`config.mk`:
```
export PLATFORM = sky130hd
export DESIGN_NAME = ntc_adc_to_temperature
export DESIGN_NICKNAME = d
export VERILOG_FILES = /design/src/rtl/ntc_pkg.sv /design/src/rtl/ntc_ctrl.sv /design/src/rtl/ntc_dp.sv /design/src/rtl/ntc_adc_to_temperature.sv
export VERILOG_INCLUDE_DIRS = /design/src /design/src/rtl
export SDC_FILE = /design/constraint.sdc
export NUM_CORES = 1
export LEC_CHECK = 0
export BUFFER_PORTS_ARGS = -buffer_cell sky130_fd_sc_hd__clkbuf_2
export CAP_MARGIN = 40
export CORE_MARGIN = 2
export CORE_UTILIZATION = 55
export CTS_CLUSTER_DIAMETER = 150
export CTS_CLUSTER_SIZE = 14
export DETAILED_ROUTE_END_ITERATION = 12
export PLACE_DENSITY = 0.71
export REMOVE_ABC_BUFFERS = 1
export SETUP_SLACK_MARGIN = 0.2
export SLEW_MARGIN = 20
export SYNTH_ARGS = -nofsm -noshare
export SYNTH_HDL_FRONTEND = slang
export SYNTH_HIERARCHICAL = 1
export SYNTH_SLANG_ARGS = --single-unit
export TNS_END_PERCENT = 1
```
`constraint.sdc`:
```
create_clock -name clk_i -period 10.35 [get_ports clk_i]
set_clock_uncertainty 0.1 [all_clocks]
set_input_delay 0 -clock clk_i [delete_from_list [all_inputs] [get_ports clk_i]]
set_output_delay 0 -clock clk_i [all_outputs]
set_load 0.02 [all_outputs]
```
`src/rtl/ntc_adc_to_temperature_macros.svh`:
```
// Assertion macros shared by the ntc_adc_to_temperature RTL.
// Each macro expects clk_i and rst_ni in scope at the point of use.
`ifndef NTC_ADC_TO_TEMPERATURE_MACROS_SVH
`define NTC_ADC_TO_TEMPERATURE_MACROS_SVH

// Same-cycle implication.
`define NTC_ASSERT_IMP(lbl, ante, cons, msg) \
  lbl: assert property (@(posedge clk_i) disable iff (!rst_ni) (ante) |-> (cons)) \
    else $error(msg);

// Next-cycle implication.
`define NTC_ASSERT_NXT(lbl, ante, cons, msg) \
  lbl: assert property (@(posedge clk_i) disable iff (!rst_ni) (ante) |=> (cons)) \
    else $error(msg);

// Condition that must never hold.
`define NTC_ASSERT_NEVER(lbl, cond, msg) \
  lbl: assert property (@(posedge clk_i) disable iff (!rst_ni) !(cond)) \
    else $error(msg);

`endif

```
`src/rtl/ntc_pkg.sv`:
```
// Shared types, constants and calibration ROM for the NTC converter.
// No dependencies; used by ntc_ctrl, ntc_dp and ntc_adc_to_temperature.
package ntc_pkg;

  localparam int ROM_POINTS   = 34;
  localparam int TABLE_POINTS = 34;
  localparam int ROM_IDX_W    = 6;
  localparam int ADC_W        = 12;
  localparam int TEMP_W       = 12;
  localparam int PROD_W       = 2 * ADC_W;

  typedef enum logic [2:0] {
    ST_IDLE,
    ST_CHECK,
    ST_SEARCH,
    ST_MUL,
    ST_DIV,
    ST_FIN,
    ST_OUT
  } state_e;

  typedef enum logic [2:0] {
    RES_LAST,
    RES_FIRST,
    RES_ZERO,
    RES_HI,
    RES_INTERP
  } res_sel_e;

  typedef struct packed {
    logic     load_in;
    logic     clr_idx;
    logic     inc_idx;
    logic     load_seg;
    logic     load_prod;
    logic     div_step;
    logic     load_res;
    res_sel_e res_sel;
    logic     load_out;
  } cmd_t;

  typedef struct packed {
    logic below_last;
    logic above_first;
    logic seg_hit;
    logic span_zero;
    logic idx_last;
    logic div_last;
  } sts_t;

  function automatic logic [ADC_W-1:0] rom_code(input logic [ROM_IDX_W-1:0] idx);
    logic [ADC_W-1:0] c;
    unique case (idx)
      6'd0:  c = 12'd3902;
      6'd1:  c = 12'd3839;
      6'd2:  c = 12'd3767;
      6'd3:  c = 12'd3681;
      6'd4:  c = 12'd3579;
      6'd5:  c = 12'd3458;
      6'd6:  c = 12'd3322;
      6'd7:  c = 12'd3171;
      6'd8:  c = 12'd3003;
      6'd9:  c = 12'd2823;
      6'd10: c = 12'd2636;
      6'd11: c = 12'd2439;
      6'd12: c = 12'd2243;
      6'd13: c = 12'd2048;
      6'd14: c = 12'd1859;
      6'd15: c = 12'd1678;
      6'd16: c = 12'd1508;
      6'd17: c = 12'd1349;
      6'd18: c = 12'd1204;
      6'd19: c = 12'd1071;
      6'd20: c = 12'd951;
      6'd21: c = 12'd843;
      6'd22: c = 12'd747;
      6'd23: c = 12'd660;
      6'd24: c = 12'd582;
      6'd25: c = 12'd512;
      6'd26: c = 12'd449;
      6'd27: c = 12'd392;
      6'd28: c = 12'd342;
      6'd29: c = 12'd296;
      6'd30: c = 12'd256;
      6'd31: c = 12'd220;
      6'd32: c = 12'd189;
      6'd33: c = 12'd161;
      default: c = '0;
    endcase
    return c;
  endfunction

  function automatic logic signed [TEMP_W-1:0] rom_tenths(
    input logic [ROM_IDX_W-1:0] idx
  );
    logic signed [TEMP_W-1:0] t;
    unique case (idx)
      6'd0:  t = -12'sd400;
      6'd1:  t = -12'sd350;
      6'd2:  t = -12'sd300;
      6'd3:  t = -12'sd250;
      6'd4:  t = -12'sd200;
      6'd5:  t = -12'sd150;
      6'd6:  t = -12'sd100;
      6'd7:  t = -12'sd50;
      6'd8:  t = 12'sd0;
      6'd9:  t = 12'sd50;
      6'd10: t = 12'sd100;
      6'd11: t = 12'sd150;
      6'd12: t = 12'sd200;
      6'd13: t = 12'sd250;
      6'd14: t = 12'sd300;
      6'd15: t = 12'sd350;
      6'd16: t = 12'sd400;
      6'd17: t = 12'sd450;
      6'd18: t = 12'sd500;
      6'd19: t = 12'sd550;
      6'd20: t = 12'sd600;
      6'd21: t = 12'sd650;
      6'd22: t = 12'sd700;
      6'd23: t = 12'sd750;
      6'd24: t = 12'sd800;
      6'd25: t = 12'sd850;
      6'd26: t = 12'sd900;
      6'd27: t = 12'sd950;
      6'd28: t = 12'sd1000;
      6'd29: t = 12'sd1050;
      6'd30: t = 12'sd1100;
      6'd31: t = 12'sd1150;
      6'd32: t = 12'sd1200;
      6'd33: t = 12'sd1250;
      default: t = '0;
    endcase
    return t;
  endfunction

endpackage

```
`src/rtl/ntc_ctrl.sv`:
```
// Sequencer for the NTC converter: clamp check, segment search, multiply,
// serial divide and output hand-off. Depends on ntc_pkg and the macro header.
`include "ntc_adc_to_temperature_macros.svh"

module ntc_ctrl (
  input  logic          clk_i,
  input  logic          rst_ni,
  input  logic          in_valid_i,
  output logic          in_stall_o,
  output logic          out_valid_o,
  input  logic          out_stall_i,
  input  ntc_pkg::sts_t sts_i,
  output ntc_pkg::cmd_t cmd_o
);
  import ntc_pkg::*;

  state_e state_q, state_d;
  logic   out_valid_q, out_valid_d;
  cmd_t   cmd;

  always_ff @(posedge clk_i or negedge rst_ni) begin
    if (!rst_ni) begin
      state_q     <= ST_IDLE;
      out_valid_q <= 1'b0;
    end else begin
      state_q     <= state_d;
      out_valid_q <= out_valid_d;
    end
  end

  always_comb begin
    state_d     = state_q;
    cmd         = '0;
    cmd.res_sel = RES_ZERO;
    unique case (state_q)
      ST_IDLE: begin
        if (in_valid_i) begin
          cmd.load_in = 1'b1;
          cmd.clr_idx = 1'b1;
          state_d     = ST_CHECK;
        end
      end
      ST_CHECK: begin
        priority if (sts_i.below_last) begin
          cmd.load_res = 1'b1;
          cmd.res_sel  = RES_LAST;
          state_d      = ST_OUT;
        end else if (sts_i.above_first) begin
          cmd.load_res = 1'b1;
          cmd.res_sel  = RES_FIRST;
          state_d      = ST_OUT;
        end else begin
          state_d = ST_SEARCH;
        end
      end
      ST_SEARCH: begin
        priority if (sts_i.seg_hit && sts_i.span_zero) begin
          cmd.load_res = 1'b1;
          cmd.res_sel  = RES_HI;
          state_d      = ST_OUT;
        end else if (sts_i.seg_hit) begin
          cmd.load_seg = 1'b1;
          state_d      = ST_MUL;
        end else if (sts_i.idx_last) begin
          cmd.load_res = 1'b1;
          cmd.res_sel  = RES_ZERO;
          state_d      = ST_OUT;
        end else begin
          cmd.inc_idx = 1'b1;
        end
      end
      ST_MUL: begin
        cmd.load_prod = 1'b1;
        state_d       = ST_DIV;
      end
      ST_DIV: begin
        cmd.div_step = 1'b1;
        if (sts_i.div_last) begin
          state_d = ST_FIN;
        end
      end
      ST_FIN: begin
        cmd.load_res = 1'b1;
        cmd.res_sel  = RES_INTERP;
        state_d      = ST_OUT;
      end
      ST_OUT: begin
        if (!out_valid_q || !out_stall_i) begin
          cmd.load_out = 1'b1;
          state_d      = ST_IDLE;
        end
      end
      default: state_d = ST_IDLE;
    endcase
  end

  // result register holds while the consumer stalls
  assign out_valid_d = (out_valid_q && out_stall_i) || cmd.load_out;

  assign in_stall_o  = (state_q != ST_IDLE);
  assign out_valid_o = out_valid_q;
  assign cmd_o       = cmd;

  `NTC_ASSERT_IMP(a_out_slot_free, cmd.load_out, !out_valid_q || !out_stall_i, "output overwritten while stalled")
  `NTC_ASSERT_NXT(a_accept_to_check, in_valid_i && !in_stall_o, state_q == ST_CHECK, "accept did not start clamp check")
  `NTC_ASSERT_NXT(a_div_to_fin, state_q == ST_DIV && sts_i.div_last, state_q == ST_FIN, "divider end missed")
  `NTC_ASSERT_NEVER(a_res_out_overlap, cmd.load_res && cmd.load_out, "result load and output load overlap")

endmodule

```
`src/rtl/ntc_dp.sv`:
```
// Datapath for the NTC converter: input register, segment index, multiplier,
// restoring divider and result/output registers. Depends on ntc_pkg.
module ntc_dp #(
  parameter int TablePoints = ntc_pkg::TABLE_POINTS
) (
  input  logic                               clk_i,
  input  logic                               rst_ni,
  input  logic [ntc_pkg::ADC_W-1:0]          adc_sample_i,
  input  ntc_pkg::cmd_t                      cmd_i,
  output ntc_pkg::sts_t                      sts_o,
  output logic signed [ntc_pkg::TEMP_W-1:0]  temperature_tenths_o
);
  import ntc_pkg::*;

  localparam int NPoints = (TablePoints > ROM_POINTS) ? ROM_POINTS :
                           ((TablePoints < 2) ? 2 : TablePoints);
  localparam int IdxW    = $clog2(NPoints);
  localparam int CntW    = $clog2(PROD_W);

  logic [ADC_W-1:0]         adc_q;
  logic [IdxW-1:0]          idx_q;
  logic [ADC_W-1:0]         off_q;
  logic [ADC_W-1:0]         span_q;
  logic [TEMP_W-1:0]        rise_mag_q;
  logic                     neg_q;
  logic signed [TEMP_W-1:0] lo_tenths_q;
  logic [PROD_W-1:0]        quo_q;
  logic [ADC_W-1:0]         rem_q;
  logic [CntW-1:0]          cnt_q;
  logic signed [TEMP_W-1:0] res_q;
  logic signed [TEMP_W-1:0] dout_q;

  logic [ROM_IDX_W-1:0]     rom_hi_idx, rom_lo_idx;
  logic [ADC_W-1:0]         code_hi, code_lo, code_first, code_last;
  logic signed [TEMP_W-1:0] tenths_hi, tenths_lo;
  logic signed [TEMP_W:0]   rise;
  logic [TEMP_W:0]          rise_abs;
  logic [ADC_W:0]           rem_sh;
  logic                     rem_ge;
  logic [TEMP_W-1:0]        quo_lsb;
  logic signed [TEMP_W-1:0] interp;
  logic signed [TEMP_W-1:0] res_d;

  assign rom_hi_idx = ROM_IDX_W'(idx_q);
  assign rom_lo_idx = ROM_IDX_W'(IdxW'(idx_q + 1'b1));
  assign code_hi    = rom_code(rom_hi_idx);
  assign code_lo    = rom_code(rom_lo_idx);
  assign tenths_hi  = rom_tenths(rom_hi_idx);
  assign tenths_lo  = rom_tenths(rom_lo_idx);
  assign code_first = rom_code('0);
  assign code_last  = rom_code(ROM_IDX_W'(NPoints - 1));

  assign rise     = (TEMP_W + 1)'(tenths_hi) - (TEMP_W + 1)'(tenths_lo);
  assign rise_abs = rise[TEMP_W] ? (TEMP_W + 1)'(-rise) : rise;

  // one restoring divide step per cycle, quotient shifts in at the bottom
  assign rem_sh = {rem_q, quo_q[PROD_W-1]};
  assign rem_ge = (rem_sh >= {1'b0, span_q});

  assign quo_lsb = quo_q[TEMP_W-1:0];
  assign interp  = neg_q ? (lo_tenths_q - $signed(quo_lsb))
                         : (lo_tenths_q + $signed(quo_lsb));

  always_comb begin
    unique case (cmd_i.res_sel)
      RES_LAST:   res_d = rom_tenths(ROM_IDX_W'(NPoints - 1));
      RES_FIRST:  res_d = rom_tenths('0);
      RES_HI:     res_d = tenths_hi;
      RES_INTERP: res_d = interp;
      RES_ZERO:   res_d = '0;
      default:    res_d = '0;
    endcase
  end

  always_ff @(posedge clk_i or negedge rst_ni) begin
    if (!rst_ni) begin
      idx_q <= '0;
      cnt_q <= '0;
    end else begin
      if (cmd_i.clr_idx) begin
        idx_q <= '0;
      end else if (cmd_i.inc_idx) begin
        idx_q <= IdxW'(idx_q + 1'b1);
      end
      if (cmd_i.load_prod) begin
        cnt_q <= '0;
      end else if (cmd_i.div_step) begin
        cnt_q <= CntW'(cnt_q + 1'b1);
      end
    end
  end

  always_ff @(posedge clk_i) begin
    if (cmd_i.load_in) begin
      adc_q <= adc_sample_i;
    end
    if (cmd_i.load_seg) begin
      off_q       <= adc_q - code_lo;
      span_q      <= code_hi - code_lo;
      rise_mag_q  <= rise_abs[TEMP_W-1:0];
      neg_q       <= rise[TEMP_W];
      lo_tenths_q <= tenths_lo;
    end
    if (cmd_i.load_prod) begin
      quo_q <= PROD_W'(rise_mag_q) * PROD_W'(off_q);
      rem_q <= '0;
    end else if (cmd_i.div_step) begin
      quo_q <= {quo_q[PROD_W-2:0], rem_ge};
      rem_q <= rem_ge ? ADC_W'(rem_sh - {1'b0, span_q}) : rem_sh[ADC_W-1:0];
    end
    if (cmd_i.load_res) begin
      res_q <= res_d;
    end
    if (cmd_i.load_out) begin
      dout_q <= res_q;
    end
  end

  assign sts_o.below_last  = (adc_q <= code_last);
  assign sts_o.above_first = (adc_q >= code_first);
  assign sts_o.seg_hit     = (adc_q >= code_lo) && (adc_q <= code_hi);
  assign sts_o.span_zero   = (code_hi == code_lo);
  assign sts_o.idx_last    = (idx_q == IdxW'(NPoints - 2));
  assign sts_o.div_last    = (cnt_q == CntW'(PROD_W - 1));

  assign temperature_tenths_o = dout_q;

endmodule

```
`src/rtl/ntc_adc_to_temperature.sv`:
```
// Converts a 12-bit thermistor ADC sample to temperature in 0.1 C by
// piecewise-linear interpolation over a 34-point calibration ROM. Each sample
// is checked against both clamp limits, then the segments are scanned one per
// cycle, and the offset is scaled by one 12x12 multiply and a restoring
// divider. The segment scan and the one-bit-per-cycle divider set the
// conversion time. One sample is in work at a time; a new sample is taken as
// soon as the previous result has moved into the output register, even while
// the consumer still stalls it. TablePoints selects how many ROM points are in
// use (at most the 34 held in the ROM).
module ntc_adc_to_temperature #(
  parameter int TablePoints = ntc_pkg::TABLE_POINTS
) (
  input  logic                              clk_i,
  input  logic                              rst_ni,
  input  logic                              in_valid_i,
  output logic                              in_stall_o,
  input  logic [ntc_pkg::ADC_W-1:0]         adc_sample_i,
  output logic                              out_valid_o,
  input  logic                              out_stall_i,
  output logic signed [ntc_pkg::TEMP_W-1:0] temperature_tenths_o
);
  import ntc_pkg::*;

  cmd_t cmd;
  sts_t sts;

  ntc_ctrl u_ctrl (
    .clk_i       (clk_i),
    .rst_ni      (rst_ni),
    .in_valid_i  (in_valid_i),
    .in_stall_o  (in_stall_o),
    .out_valid_o (out_valid_o),
    .out_stall_i (out_stall_i),
    .sts_i       (sts),
    .cmd_o       (cmd)
  );

  ntc_dp #(
    .TablePoints (TablePoints)
  ) u_dp (
    .clk_i                (clk_i),
    .rst_ni               (rst_ni),
    .adc_sample_i         (adc_sample_i),
    .cmd_i                (cmd),
    .sts_o                (sts),
    .temperature_tenths_o (temperature_tenths_o)
  );

endmodule

```
==> qor.txt <==
Status = finished, final reports clean
XOR/XNOR Fraction of Synth Area = 5.087%
Worst Path Buf+Inv = 2
Worst hold path class = in -> reg
Antenna violations before repair = 0
Largest family of logic cells by synthesized area = adder cells
Nets = 1,960
Grt total ovfl = 0
Delay-heaviest family, CP = compound AO/OA/AOI/OAI gates
Routed len/inst = 18.42 um
Seq/Total Area, Yosys = 25.86%
# port buffers = 29
Largest cells by area after synthesis = edfxtp_1 (22%), ha_1 (13%), fa_1 (13%)
Antenna Diode Count = 0
Cell taking the most area after synthesis = edfxtp_1
ANT nets after route = 0
Iter 0 DRT Violations = 981
Die width = 168.1 um
Clk buf depth = 2
Fraction of the cycle the final worst path needs = 66.82%
Gpl congestion = 0.9047
FP Rows = 60
Synthesized instance count = 1,687
Drt drc = 0
Crit. path cell count = 24
Setup crit start = u_dp/idx_q[1]
Vias in the first global route = 11,590
CP Launch Type = flip-flop
Initial Util = 55.40%
Most instantiated cells after synthesis = inv_1 (205), nand2_1 (176), ha_1 (159), o21ai_0 (115), nor2_1 (110)
Max-cap violations = 0
Fillcell total = 2,372
Post-synthesis mux area share = 2.138%
Req. time, crit path = 10.49 ns
Area share of the largest cell type after synthesis = 21.70%
EDFF count, synth = 107
Share of post-route cells with drive strength above 1 = 7.168%
Pins over their slew limit = 0
Layout overhead on the synthesized area = 8.248%
Final Hold Fails = 0
Relative slew slack = 48.38%
Number of CTS-inserted buffers = 17
Yosys cell types = 87
Hold buffers post-CTS = 15
Synthesized area = 14,810 sq um
Simple-gate share of the synthesized area = 16.72%
Yosys warning count = 6
WS Path Type = reg -> reg
Placement Cell Area = 15,230 sq um
Worst R2R Path Depth = 24
Post-CTS setup buffer count = 0
Total Routing Usage GR = 27.46%
Chip height = 168.1 um
Vias per cell = 5.874
CP cell instances = ha_1 -> inv_1 -> nor2_1 -> nand2_1 -> xnor2_1 -> buf_4 -> nor2_1 -> and3_1 -> a31o_2 -> ha_1 -> fa_1 -> nor2b_1 -> o21ai_0 -> a21oi_1 -> o31a_1 -> o21a_1 -> o21ai_0 -> a21boi_0 -> o22a_1 -> nand4b_1 -> a21oi_1 -> nor2b_1 -> nand2_1 -> o32ai_1
Critical path's slowest cell = dfrtp_1
IO Pins = 30
Clock Sink Count = 134
Dpl hpwl = 28,790 um
Worst Hold Depth = 5
Reg-to-reg slack, setup = 3.43 ns
Setup violations, final = 0
First-pass GRT wire length = 61,330 um
Crit path to = u_dp/res_q[3]
Clk slew on worst S/H paths = 0.06 ns
Crit path DAT = 7.05 ns
Top-count cell post-synth = inv_1
FMAX = 144.6 MHz
RSZ-0062 raised after global routing = no
Launching point of the worst reg2reg path = u_dp/idx_q[1]
Worst hold margin = 0.03760 ns
Critical R2R Capture = u_dp/res_q[3]
Ys async rst share = 11.19%
Routed wire length = 37,640 um
Synth Area in Compound Gates = 16.18%
Routed vias = 12,000
Crit end category = flip-flop
Core ar. = 26,730 sq um
Final Core Density = 59.97%
H-tree depth = 4
Die Footprint = 28,250 sq um
Worst Tran Pin Value = 0.7743 ns
Largest net degree at the start of global routing = 50
Adder-cell area share of the yosys netlist = 26.48%
Post_cts resized = 0
CTS tree = yes
Post-route minimum period = 6.916 ns
Max FO, Critical Path = 22
Final instance area = 16,030 sq um
Syn Area/Cell = 8.777 sq um
DRT Pass-1 Iters = 6
Worst path max stage delay = 0.77 ns
Clk_lat worst skew = 0.43 ns
Synthesis-stage register bit count = 134
Fin Setup TNS = 0 ns
Dominant synthesized flop cell = edfxtp_1
Root Driver = clkbuf_16
==> routing by layer <==
layer	vias up	global-route usage [%]	routed length, um
li1	5777	-	-
met4	0	9.595	1173
met3	63	3.338	1844
met1	5795	37.83	16800
met2	366	45.10	17820
met5	-	0	0
==> per-stage QoR <==
step                      worst slack [ns]  cells
after CTS                            3.554   2039
after detailed placement             3.601   1992
after floorplan                      1.034   1602
final                                3.434   2043
after global placement               3.798   1989
after global routing                 2.941   2043
==> worst min-delay path by stage <==
stage	from	to	slack (ns)
global placement	rst_ni	u_dp/cnt_q[0]	-0.12
CTS	in_valid_i	u_ctrl/state_q[0]	0.02
finish	in_valid_i	u_ctrl/state_q[0]	0.04
global route	in_valid_i	u_ctrl/state_q[0]	0.07
floorplan	rst_ni	u_ctrl/out_valid_o	-0.40
detailed placement	rst_ni	u_dp/cnt_q[0]	-0.12
==> cell families (layout without fill, tap and decap cells) <==
logic type / after synthesis / count (layout)
simple gates: 509 / 509
compound gates: 381 / 381
buf+inv: 293 / 308
fa+ha+maj: 256 / 256
flops: 134 / 134
xor+xnor: 86 / 86
mux: 28 / 28
==> cell usage in the layout (no fill, tap or decap), types with 15 or more instances in the layout <==
master	synthesis	layout
inv_1	205	205
nand2_1	176	176
ha_1	159	159
o21ai_0	115	114
nor2_1	110	110
edfxtp_1	107	107
a21oi_1	99	99
fa_1	96	96
and2_1	61	61
xnor2_1	54	54
xor2_1	32	32
clkbuf_2	0	30
nor3_1	28	28
nand2b_1	25	25
nor2b_1	25	25
nand3_1	24	24
a211oi_1	20	20
buf_4	2	18
a21o_1	18	18
clkbuf_16	0	17
o21a_1	16	16
dlygate4sd3_1	0	15
o211ai_1	15	15
dfrtp_1	15	15
nand4_1	15	15
==> flip-flops by register name (all words and copies together) (netlist names), 6 cells and up <==
| name | cells |
|---|---|
| u_dp/adc_q | 12 |
| u_dp/off_q | 12 |
| u_dp/res_q | 12 |
| u_dp/rem_q | 12 |
| u_dp/rise_mag_q | 11 |
| u_dp/idx_q | 6 |
| u_dp/quo_q | 24 |
| u_dp/lo_tenths_q | 11 |
| u_dp/span_q | 12 |
| u_dp/temperature_tenths_o | 12 |
==> area by class of cell <==
type / count / area, sq um / share of cell area, %
repair buffers: 68 / 511.7 / 3.193
clock buffers: 18 / 429.2 / 2.678
flip-flops and latches: 134 / 3829 / 23.89
clock inverters: 14 / 175.2 / 1.093
well taps: 341 / 426.7 / 2.662
inverters: 208 / 782.0 / 4.879
multi-input cells: 1260 / 9874 / 61.61
==> tightest hold or removal path, stage by stage <==
cell and delay [ns]:
clkbuf_2 0.09, inv_1 0.09, o211ai_1 0.16, nand3b_4 0.12, a211oi_1 0.05
Power is left out: the tool's default activity adds up to more than one toggle a clock period on the data nets, which glitch-free logic cannot reach.
